**config.mk**
```make
export PLATFORM = sky130hd
export DESIGN_NAME = pulse_period_tachometer
export DESIGN_NICKNAME = d
export VERILOG_FILES = /design/src/hdl/ppt_pkg.sv /design/src/hdl/ppt_div.sv /design/src/hdl/pulse_period_tachometer.sv
export SDC_FILE = /design/constraint.sdc
export NUM_CORES = 1
export LEC_CHECK = 0
export BUFFER_PORTS_ARGS = -buffer_cell sky130_fd_sc_hd__buf_4
export CAP_MARGIN = 40
export CORE_MARGIN = 3
export CORE_UTILIZATION = 51
export DETAILED_ROUTE_END_ITERATION = 8
export PLACE_DENSITY_LB_ADDON = 0.2
export SYNTH_ARGS = -nofsm -noshare
export SYNTH_HDL_FRONTEND = slang
export SYNTH_SLANG_ARGS = --single-unit
```
**constraint.sdc**
```tcl
create_clock -name clk -period 18.2 [get_ports clk]
set_clock_uncertainty 0.1 [all_clocks]
set_input_delay 1.82 -clock clk [delete_from_list [all_inputs] [get_ports clk]]
set_output_delay 1.82 -clock clk [all_outputs]
set_load 0.1 [all_outputs]
```
**src/hdl/ppt_pkg.sv**
```systemverilog
// Package for the pulse period tachometer: widths, constants, register
// indexes, sequencer state codes and the divider status type.
// No dependencies.
`default_nettype none

package ppt_pkg;

    localparam int LOG_DEPTH = 1024;

    localparam int TIME_W    = 32;
    localparam int MIN_W     = 20;
    localparam int SPEED_W   = 26;
    localparam int SAMPLE_W  = 11;
    localparam int ELAPSED_W = 42;
    localparam int LOG_CNT_W = $clog2(LOG_DEPTH + 1);

    localparam int IN_TDATA_W  = 32;
    localparam int OUT_FIELD_W = 1 + SPEED_W + 1 + TIME_W + SAMPLE_W + ELAPSED_W;
    localparam int OUT_TDATA_W = ((OUT_FIELD_W + 7) / 8) * 8;

    localparam int CFG_ADDR_W = 1;
    localparam int CFG_DATA_W = MIN_W;

    localparam logic [CFG_ADDR_W-1:0] REG_MODE         = 1'd0;
    localparam logic [CFG_ADDR_W-1:0] REG_MIN_INTERVAL = 1'd1;

    localparam logic [MIN_W-1:0]     MIN_INTERVAL_RESET = 20'd2000;
    localparam logic [SPEED_W-1:0]   RPM_NUMERATOR      = 26'd60000000;
    localparam logic [LOG_CNT_W-1:0] LOG_DEPTH_C        = LOG_CNT_W'(LOG_DEPTH);

    localparam int DIV_STEPS = SPEED_W;
    localparam int DIV_CNT_W = $clog2(DIV_STEPS);

    localparam logic [1:0] ST_IDLE = 2'd0;
    localparam logic [1:0] ST_DIV  = 2'd1;
    localparam logic [1:0] ST_EMIT = 2'd2;

    typedef struct packed {
        logic busy;
        logic done;
    } div_stat_t;

endpackage

`default_nettype wire

```
**src/hdl/ppt_div.sv**
```systemverilog
// Iterative restoring divider that computes the RPM numerator divided by
// a 32-bit interval, one quotient bit per cycle. Depends on ppt_pkg.
`default_nettype none

module ppt_div
(
    input  wire logic                          clk,
    input  wire logic                          rst_n,
    input  wire logic                          start,
    input  wire logic [ppt_pkg::TIME_W-1:0]    divisor,
    output ppt_pkg::div_stat_t                 stat,
    output logic [ppt_pkg::SPEED_W-1:0]        quotient
);
    import ppt_pkg::*;

    logic                 busy_reg;
    logic                 done_reg;
    logic [DIV_CNT_W-1:0] cnt_reg;
    logic [TIME_W-1:0]    divisor_reg;
    logic [TIME_W-1:0]    rem_reg;
    logic [SPEED_W-1:0]   work_reg;

    logic [TIME_W:0]      rem_shift;
    logic                 q_bit;
    logic [TIME_W:0]      rem_diff;
    logic [TIME_W-1:0]    rem_next;

    always_comb
    begin
        rem_shift = {rem_reg, work_reg[SPEED_W-1]};
        q_bit     = rem_shift >= {1'b0, divisor_reg};
        rem_diff  = rem_shift - {1'b0, divisor_reg};
        rem_next  = q_bit ? rem_diff[TIME_W-1:0] : rem_shift[TIME_W-1:0];
    end

    always_ff @(posedge clk or negedge rst_n)
    begin
        if (!rst_n)
        begin
            busy_reg <= 1'b0;
            done_reg <= 1'b0;
            cnt_reg  <= '0;
        end
        else
        begin
            done_reg <= 1'b0;
            if (start)
            begin
                busy_reg <= 1'b1;
                cnt_reg  <= DIV_CNT_W'(DIV_STEPS - 1);
            end
            else if (busy_reg)
            begin
                if (cnt_reg == '0)
                begin
                    busy_reg <= 1'b0;
                    done_reg <= 1'b1;
                end
                else
                begin
                    cnt_reg <= cnt_reg - 1'b1;
                end
            end
        end
    end

    always_ff @(posedge clk)
    begin
        if (start)
        begin
            divisor_reg <= divisor;
            rem_reg     <= '0;
            work_reg    <= RPM_NUMERATOR;
        end
        else if (busy_reg)
        begin
            rem_reg  <= rem_next;
            work_reg <= {work_reg[SPEED_W-2:0], q_bit};
        end
    end

    assign stat.busy = busy_reg;
    assign stat.done = done_reg;
    assign quotient  = work_reg;

endmodule

`default_nettype wire

```
**src/hdl/pulse_period_tachometer.sv**
```systemverilog
// Pulse period tachometer: one result transaction per edge timestamp.
// Each result is registered; a new speed waits for the divider before it is emitted.
// Edges are handled one at a time; a speed division, one bit per cycle, slows the rate.
// Input is not ready while an edge is in work or its result waits to be registered.
// Async active-low reset rst_n clears control state; min_interval returns to 2000.
// Depends on ppt_pkg and ppt_div.
`default_nettype none

module pulse_period_tachometer
(
    input  wire logic                               clk,
    input  wire logic                               rst_n,
    // tdata: edge_time[31:0]
    input  wire logic [ppt_pkg::IN_TDATA_W-1:0]     s_tdata,
    input  wire logic                               s_tvalid,
    output logic                                    s_tready,
    // tdata: accepted[0], speed_rpm[26:1], logged[27], interval_us[59:28],
    // sample_number[70:60], elapsed_us[112:71], zero fill[119:113]
    output logic [ppt_pkg::OUT_TDATA_W-1:0]         m_tdata,
    output logic                                    m_tvalid,
    input  wire logic                               m_tready,
    input  wire logic                               cfg_wen,
    input  wire logic [ppt_pkg::CFG_ADDR_W-1:0]     cfg_addr,
    input  wire logic [ppt_pkg::CFG_DATA_W-1:0]     cfg_wdata
);
    import ppt_pkg::*;

    logic [1:0]           state_reg;
    logic                 mode_reg;
    logic [MIN_W-1:0]     min_interval_reg;
    logic [TIME_W-1:0]    last_edge_reg;
    logic                 have_prev_reg;
    logic [SPEED_W-1:0]   held_speed_reg;
    logic [LOG_CNT_W-1:0] log_count_reg;
    logic [ELAPSED_W-1:0] elapsed_reg;
    logic                 accepted_reg;
    logic                 logged_reg;
    logic [TIME_W-1:0]    interval_reg;
    logic                 m_tvalid_reg;
    logic [OUT_TDATA_W-1:0] m_tdata_reg;

    logic                 in_fire;
    logic [TIME_W-1:0]    interval;
    logic                 acc;
    logic                 log_ok;
    logic                 need_div;
    logic [ELAPSED_W:0]   elapsed_sum;
    logic [ELAPSED_W-1:0] elapsed_next;
    logic                 out_free;
    logic [OUT_FIELD_W-1:0] out_fields;

    div_stat_t            div_stat;
    logic [SPEED_W-1:0]   div_quotient;

    assign s_tready = (state_reg == ST_IDLE);
    assign in_fire  = s_tvalid && s_tready;
    assign out_free = !m_tvalid_reg || m_tready;

    always_comb
    begin
        interval     = s_tdata[TIME_W-1:0] - last_edge_reg;
        acc          = interval >= {{(TIME_W - MIN_W){1'b0}}, min_interval_reg};
        log_ok       = acc && mode_reg && have_prev_reg && (log_count_reg < LOG_DEPTH_C);
        need_div     = acc && !mode_reg && (interval != '0);
        elapsed_sum  = {1'b0, elapsed_reg} + {{(ELAPSED_W + 1 - TIME_W){1'b0}}, interval};
        elapsed_next = elapsed_sum[ELAPSED_W] ? {ELAPSED_W{1'b1}} : elapsed_sum[ELAPSED_W-1:0];
        out_fields   = {elapsed_reg, SAMPLE_W'(log_count_reg), interval_reg, logged_reg,
                        held_speed_reg, accepted_reg};
    end

    ppt_div u_div
    (
        .clk      (clk),
        .rst_n    (rst_n),
        .start    (in_fire && need_div),
        .divisor  (interval),
        .stat     (div_stat),
        .quotient (div_quotient)
    );

    always_ff @(posedge clk or negedge rst_n)
    begin
        if (!rst_n)
        begin
            state_reg        <= ST_IDLE;
            mode_reg         <= 1'b0;
            min_interval_reg <= MIN_INTERVAL_RESET;
            last_edge_reg    <= '0;
            have_prev_reg    <= 1'b0;
            held_speed_reg   <= '0;
            log_count_reg    <= '0;
            elapsed_reg      <= '0;
            m_tvalid_reg     <= 1'b0;
        end
        else
        begin
            if ((state_reg == ST_EMIT) && out_free)
            begin
                m_tvalid_reg <= 1'b1;
            end
            else if (m_tvalid_reg && m_tready)
            begin
                m_tvalid_reg <= 1'b0;
            end

            if (cfg_wen)
            begin
                case (cfg_addr)
                    REG_MODE:
                    begin
                        mode_reg      <= cfg_wdata[0];
                        log_count_reg <= '0;
                        elapsed_reg   <= '0;
                    end
                    REG_MIN_INTERVAL:
                    begin
                        min_interval_reg <= cfg_wdata;
                    end
                    default:
                    begin
                    end
                endcase
            end

            case (state_reg)
                ST_IDLE:
                begin
                    if (in_fire)
                    begin
                        if (acc)
                        begin
                            last_edge_reg <= s_tdata[TIME_W-1:0];
                            have_prev_reg <= 1'b1;
                            if (!mode_reg && (interval == '0))
                            begin
                                held_speed_reg <= RPM_NUMERATOR;
                            end
                        end
                        if (log_ok)
                        begin
                            elapsed_reg   <= elapsed_next;
                            log_count_reg <= log_count_reg + 1'b1;
                        end
                        state_reg <= need_div ? ST_DIV : ST_EMIT;
                    end
                end
                ST_DIV:
                begin
                    if (div_stat.done)
                    begin
                        held_speed_reg <= div_quotient;
                        state_reg      <= ST_EMIT;
                    end
                end
                ST_EMIT:
                begin
                    if (out_free)
                    begin
                        state_reg <= ST_IDLE;
                    end
                end
                default:
                begin
                    state_reg <= ST_IDLE;
                end
            endcase
        end
    end

    always_ff @(posedge clk)
    begin
        if (in_fire)
        begin
            accepted_reg <= acc;
            logged_reg   <= log_ok;
            interval_reg <= interval;
        end
        if ((state_reg == ST_EMIT) && out_free)
        begin
            m_tdata_reg <= OUT_TDATA_W'(out_fields);
        end
    end

    assign m_tvalid = m_tvalid_reg;
    assign m_tdata  = m_tdata_reg;

endmodule

`default_nettype wire
```
==> flow_results.xml <==
<?xml version="1.0" encoding="UTF-8"?>
<metrics>
  <group name="status">
    <metric name="run_status" unit="">finished, final reports clean</metric>
  </group>
  <group name="clocking">
    <metric name="clock_tree.root_cell" unit="">sky130_fd_sc_hd__clkbuf_16</metric>
    <metric name="post_cts.repair.setup_buffers" unit="">0</metric>
    <metric name="clk-insertion-delay-late" unit="ps">570</metric>
    <metric name="postCtsResizedCells" unit="">0</metric>
    <metric name="numCtsBuffers" unit="">42</metric>
    <metric name="clock_tree_from_tritoncts" unit="">built</metric>
    <metric name="postCtsHoldBufs" unit="">0</metric>
    <metric name="clock_pin_transition_on_the_worst_setup_and_hold_timing_paths" unit="ps">60</metric>
    <metric name="h-tree-depth" unit="">2</metric>
    <metric name="clock_sink_count" unit="">380</metric>
    <metric name="cts.path.max_buffers" unit="">3</metric>
  </group>
  <group name="worst_setup_path">
    <metric name="end_kind" unit="">register</metric>
    <metric name="critical_path.cell_chain" unit="">buf_4 -&gt; inv_1 -&gt; ha_1 -&gt; fa_1 -&gt; nor2b_1 -&gt; o31ai_1 -&gt; o21a_1 -&gt; o21ai_0 -&gt; a31oi_1 -&gt; xnor2_1 -&gt; ha_1 -&gt; nand2_1 -&gt; or3_1 -&gt; nor4bb_1 -&gt; a221oi_1 -&gt; and3_1 -&gt; nor3_1 -&gt; and3_1 -&gt; buf_4 -&gt; a31o_2 -&gt; a21oi_1 -&gt; a211oi_1</metric>
    <metric name="cp_data_required_time" unit="ps">18560</metric>
    <metric name="worstSetupStartpointType" unit="">primary input</metric>
    <metric name="worst_path_max_delay_cell" unit="">sky130_fd_sc_hd__and3_1</metric>
    <metric name="crit_type" unit="">in2reg</metric>
    <metric name="critical_path.max_fanout" unit="">21</metric>
    <metric name="max_stage_delay" unit="ps">730</metric>
    <metric name="worst-endpoint-arrival" unit="ps">7860</metric>
  </group>
  <group name="timing">
    <metric name="slew_at_the_pin_with_the_worst_max_slew_slack" unit="ps">975</metric>
    <metric name="finalHoldViolations" unit="">0</metric>
    <metric name="timing.setup.tns" unit="ps">0</metric>
    <metric name="final.period_utilization" unit="%">41.2</metric>
    <metric name="max-slew-margin-rel" unit="%">34.5</metric>
    <metric name="final.min_clock_period" unit="ps">7500</metric>
    <metric name="report.final.slew_viol_count" unit="">0</metric>
    <metric name="unrepaired_setup_endpoints_after_global_routing" unit="">no</metric>
    <metric name="max_clock_freq" unit="GHz">0.133</metric>
    <metric name="report.final.setup_viol" unit="">0</metric>
  </group>
  <group name="cells_and_area">
    <metric name="layout-drive-gt1-share" unit="%">18.3</metric>
    <metric name="multi_input_comb_area" unit="mm²">0.00883</metric>
    <metric name="layoutNonFillerInstCount" unit="">2562</metric>
    <metric name="fin_nets" unit="">2196</metric>
    <metric name="postLayoutCoreUtil" unit="%">61.1</metric>
    <metric name="layout.filler_cells" unit="">3121</metric>
    <metric name="layout.area.seq" unit="mm²">0.0101</metric>
    <metric name="insertedDiodeCount" unit="">0</metric>
    <metric name="largest_register_ffs" unit="">113</metric>
    <metric name="areaGrowthSynthToFinish" unit="%">17.2</metric>
  </group>
  <group name="place">
    <metric name="port_buffers" unit="">172</metric>
    <metric name="gp_congestion" unit="">0.893</metric>
    <metric name="dpl.cell_count" unit="">2484</metric>
    <metric name="dp_hpwl" unit="mm">34.8</metric>
  </group>
  <group name="yosys">
    <metric name="synth_warnings" unit="">0</metric>
    <metric name="synth.distinct_cells" unit="">84</metric>
    <metric name="netlist.area_leader.share" unit="%">27.2</metric>
    <metric name="synth.ff_latch_count" unit="">380</metric>
    <metric name="seq_area_frac_synth" unit="%">51.2</metric>
    <metric name="synthesis.area_per_instance" unit="µm²">10.7</metric>
    <metric name="ys_top_cells_by_area" unit="">sky130_fd_sc_hd__edfxtp_1 27%, sky130_fd_sc_hd__dfrtp_1 17%, sky130_fd_sc_hd__ha_1 7.5%</metric>
    <metric name="synth-async-reset-ratio" unit="%">37.6</metric>
    <metric name="yosys_most_used_dff" unit="">sky130_fd_sc_hd__edfxtp_1</metric>
    <metric name="post_synth_inst_count" unit="">1839</metric>
    <metric name="synth.cell_area" unit="mm²">0.0198</metric>
    <metric name="netlist.top_cell.by_area" unit="">sky130_fd_sc_hd__edfxtp_1</metric>
    <metric name="synth_edf_count" unit="">179</metric>
  </group>
  <group name="global_routing">
    <metric name="global_route_total_usage_across_every_layer" unit="%">23.7</metric>
    <metric name="largest_net_degree_at_the_start_of_global_routing" unit="">77</metric>
    <metric name="grt_pass1_wl" unit="mm">77.7</metric>
    <metric name="grt_pass1_vias" unit="">14400</metric>
    <metric name="grt_remaining_overflow" unit="">0</metric>
    <metric name="antenna_found_initial" unit="">0</metric>
  </group>
  <group name="die">
    <metric name="ios" unit="">180</metric>
    <metric name="start_util" unit="%">52.1</metric>
    <metric name="floorplan.die_area" unit="mm²">0.0412</metric>
    <metric name="die_w" unit="µm">203</metric>
    <metric name="placement_rows" unit="">71</metric>
    <metric name="chipHeight" unit="µm">203</metric>
    <metric name="design.core.area" unit="mm²">0.0379</metric>
  </group>
  <group name="power">
    <metric name="p_leak" unit="nW">10.4</metric>
    <metric name="powerDensity" unit="mW/mm²">214</metric>
    <metric name="irDropWorstVdd" unit="µV">94.9</metric>
  </group>
  <group name="job">
    <metric name="maxCapViolCount" unit="">0</metric>
  </group>
  <group name="route">
    <metric name="detail-route-antenna-nets" unit="">0</metric>
    <metric name="dr.pass1.iters" unit="">5</metric>
    <metric name="number_of_violations_reported_at_the_end_of_detailed_routing_iteration_0" unit="">959</metric>
    <metric name="detail_route.vias_per_cell" unit="">5.66</metric>
    <metric name="route.final.wire_length" unit="mm">48.4</metric>
    <metric name="detailroute.via_count" unit="">14500</metric>
    <metric name="drcViolationCount" unit="">0</metric>
    <metric name="routed_wire_length_per_instance" unit="µm">18.9</metric>
  </group>
  <group name="hold_path">
    <metric name="hold_path_class" unit="">reg2reg</metric>
  </group>
</metrics>
## metrics by stage
stage | worst slack (ps) | power (mW) | hold WS [ps] | cell area [µm²]
5_1_grt | 10230 | 5.32 | 311 | 23200
2_1_floorplan | 10560 | 3.35 | 300 | 19800
4_1_cts | 10760 | 4.97 | 307 | 23200
3_3_place_gp | 10380 | 4.02 | 305 | 21600
3_5_place_dp | 10190 | 4.08 | 305 | 21700
6_report | 10700 | 4.96 | 304 | 23200
## cells in the mapped netlist (all sizes together), types with 6 or more instances
master  count
edfxtp    179
nor2      144
dfrtp     137
inv       128
a21oi     126
ha        118
o21ai     113
nand2     103
a21o       58
dfxtp      58
nand3      56
xnor2      52
mux2       51
a211oi     45
clkbuf     45
mux2i      45
buf        33
nor3       30
xor2       29
nand2b     24
nor2b      20
and3       19
o21a       19
nand4      18
a22o       16
a211o      13
a31oi      13
o211ai     11
a31o        8
and2        8
o21bai      8
and4        7
nor4        7
nor4b       7
a21boi      6
a221oi      6
dfstp       6
nor3b       6
o31ai       6
or3         6
## layer usage
layer | track usage (%) | wire [µm] | part of all wire (%)
met1 | 31.6 | 21200 | 44
met2 | 40.3 | 23900 | 49
met3 | 3.37 | 1970 | 4.1
met4 | 7.23 | 1350 | 2.8
met5 | 0 | 0 | 0
## cell type report
class / count / area share [%]
multi-input combinational: 1259 / 38.1
inverter: 128 / 2.07
timing repair buffer: 206 / 7.18
clock inverter: 21 / 1.07
sequential: 380 / 43.7
clock buffer: 57 / 5.09
tap: 511 / 2.76
## logic make-up (layout without fill, tap and decap cells)
logic type / count (synthesis) / in the layout / synth area share, %
AO/OA/AOI/OAI: 486 / 486 / 16.3
multiplexers: 96 / 96 / 5.18
XOR/XNOR: 81 / 81 / 3.59
AND/OR/NAND/NOR: 468 / 468 / 11.6
adder cells (fa/ha/maj): 121 / 121 / 7.77
buffers and inverters: 206 / 412 / 4.34
flip-flops: 380 / 380 / 51.2
other: 1 / 7 / 0.0190
## report_power, final
group,switching [mW],leakage (nW),internal (mW)
sequential,0.158,3.91,1.23
combinational,1.66,5.84,1.04
clock,0.359,0.694,0.506
## placed cells by master, fill, tap and decap left out, types with 52 or more instances in the layout
| cell | instances |
|---|---|
| sky130_fd_sc_hd__nor2_1 | 143 |
| sky130_fd_sc_hd__nand2_1 | 102 |
| sky130_fd_sc_hd__edfxtp_1 | 179 |
| sky130_fd_sc_hd__dfrtp_1 | 136 |
| sky130_fd_sc_hd__inv_1 | 128 |
| sky130_fd_sc_hd__o21ai_0 | 108 |
| sky130_fd_sc_hd__xnor2_1 | 52 |
| sky130_fd_sc_hd__a21oi_1 | 116 |
| sky130_fd_sc_hd__buf_4 | 198 |
| sky130_fd_sc_hd__a21o_1 | 58 |
| sky130_fd_sc_hd__dfxtp_1 | 58 |
| sky130_fd_sc_hd__ha_1 | 118 |
| sky130_fd_sc_hd__nand3_1 | 56 |
## critical path: cells and delay by family
family,cells,cell delay [ps]
adder cells (fa/ha/maj),3,910
XOR/XNOR,1,690
AND/OR/NAND/NOR,7,2430
AO/OA/AOI/OAI,8,1530
buffers and inverters,3,480
## final timing paths
path	endpoint	cells after the start	from	slack (ps)
setup / recovery	elapsed_reg[39]$_DFF_PN0_	22	s_tdata[0]	10700
hold / removal	m_tdata[29]$_DFFE_PP_	0	interval_reg[1]$_DFFE_PP_	300
setup reg to reg	elapsed_reg[39]$_DFF_PN0_	20	last_edge_reg[0]$_DFFE_PN0P_	11680
hold reg to reg	m_tdata[29]$_DFFE_PP_	0	interval_reg[1]$_DFFE_PP_	300
max in group asynchronous	u_div.busy_reg$_DFF_PN0_	3	rst_n	15620
min in group asynchronous	min_interval_reg[14]$_DFFE_PN0P_	1	rst_n	1180
No activity file was read; power rests on OpenSTA's default activity.
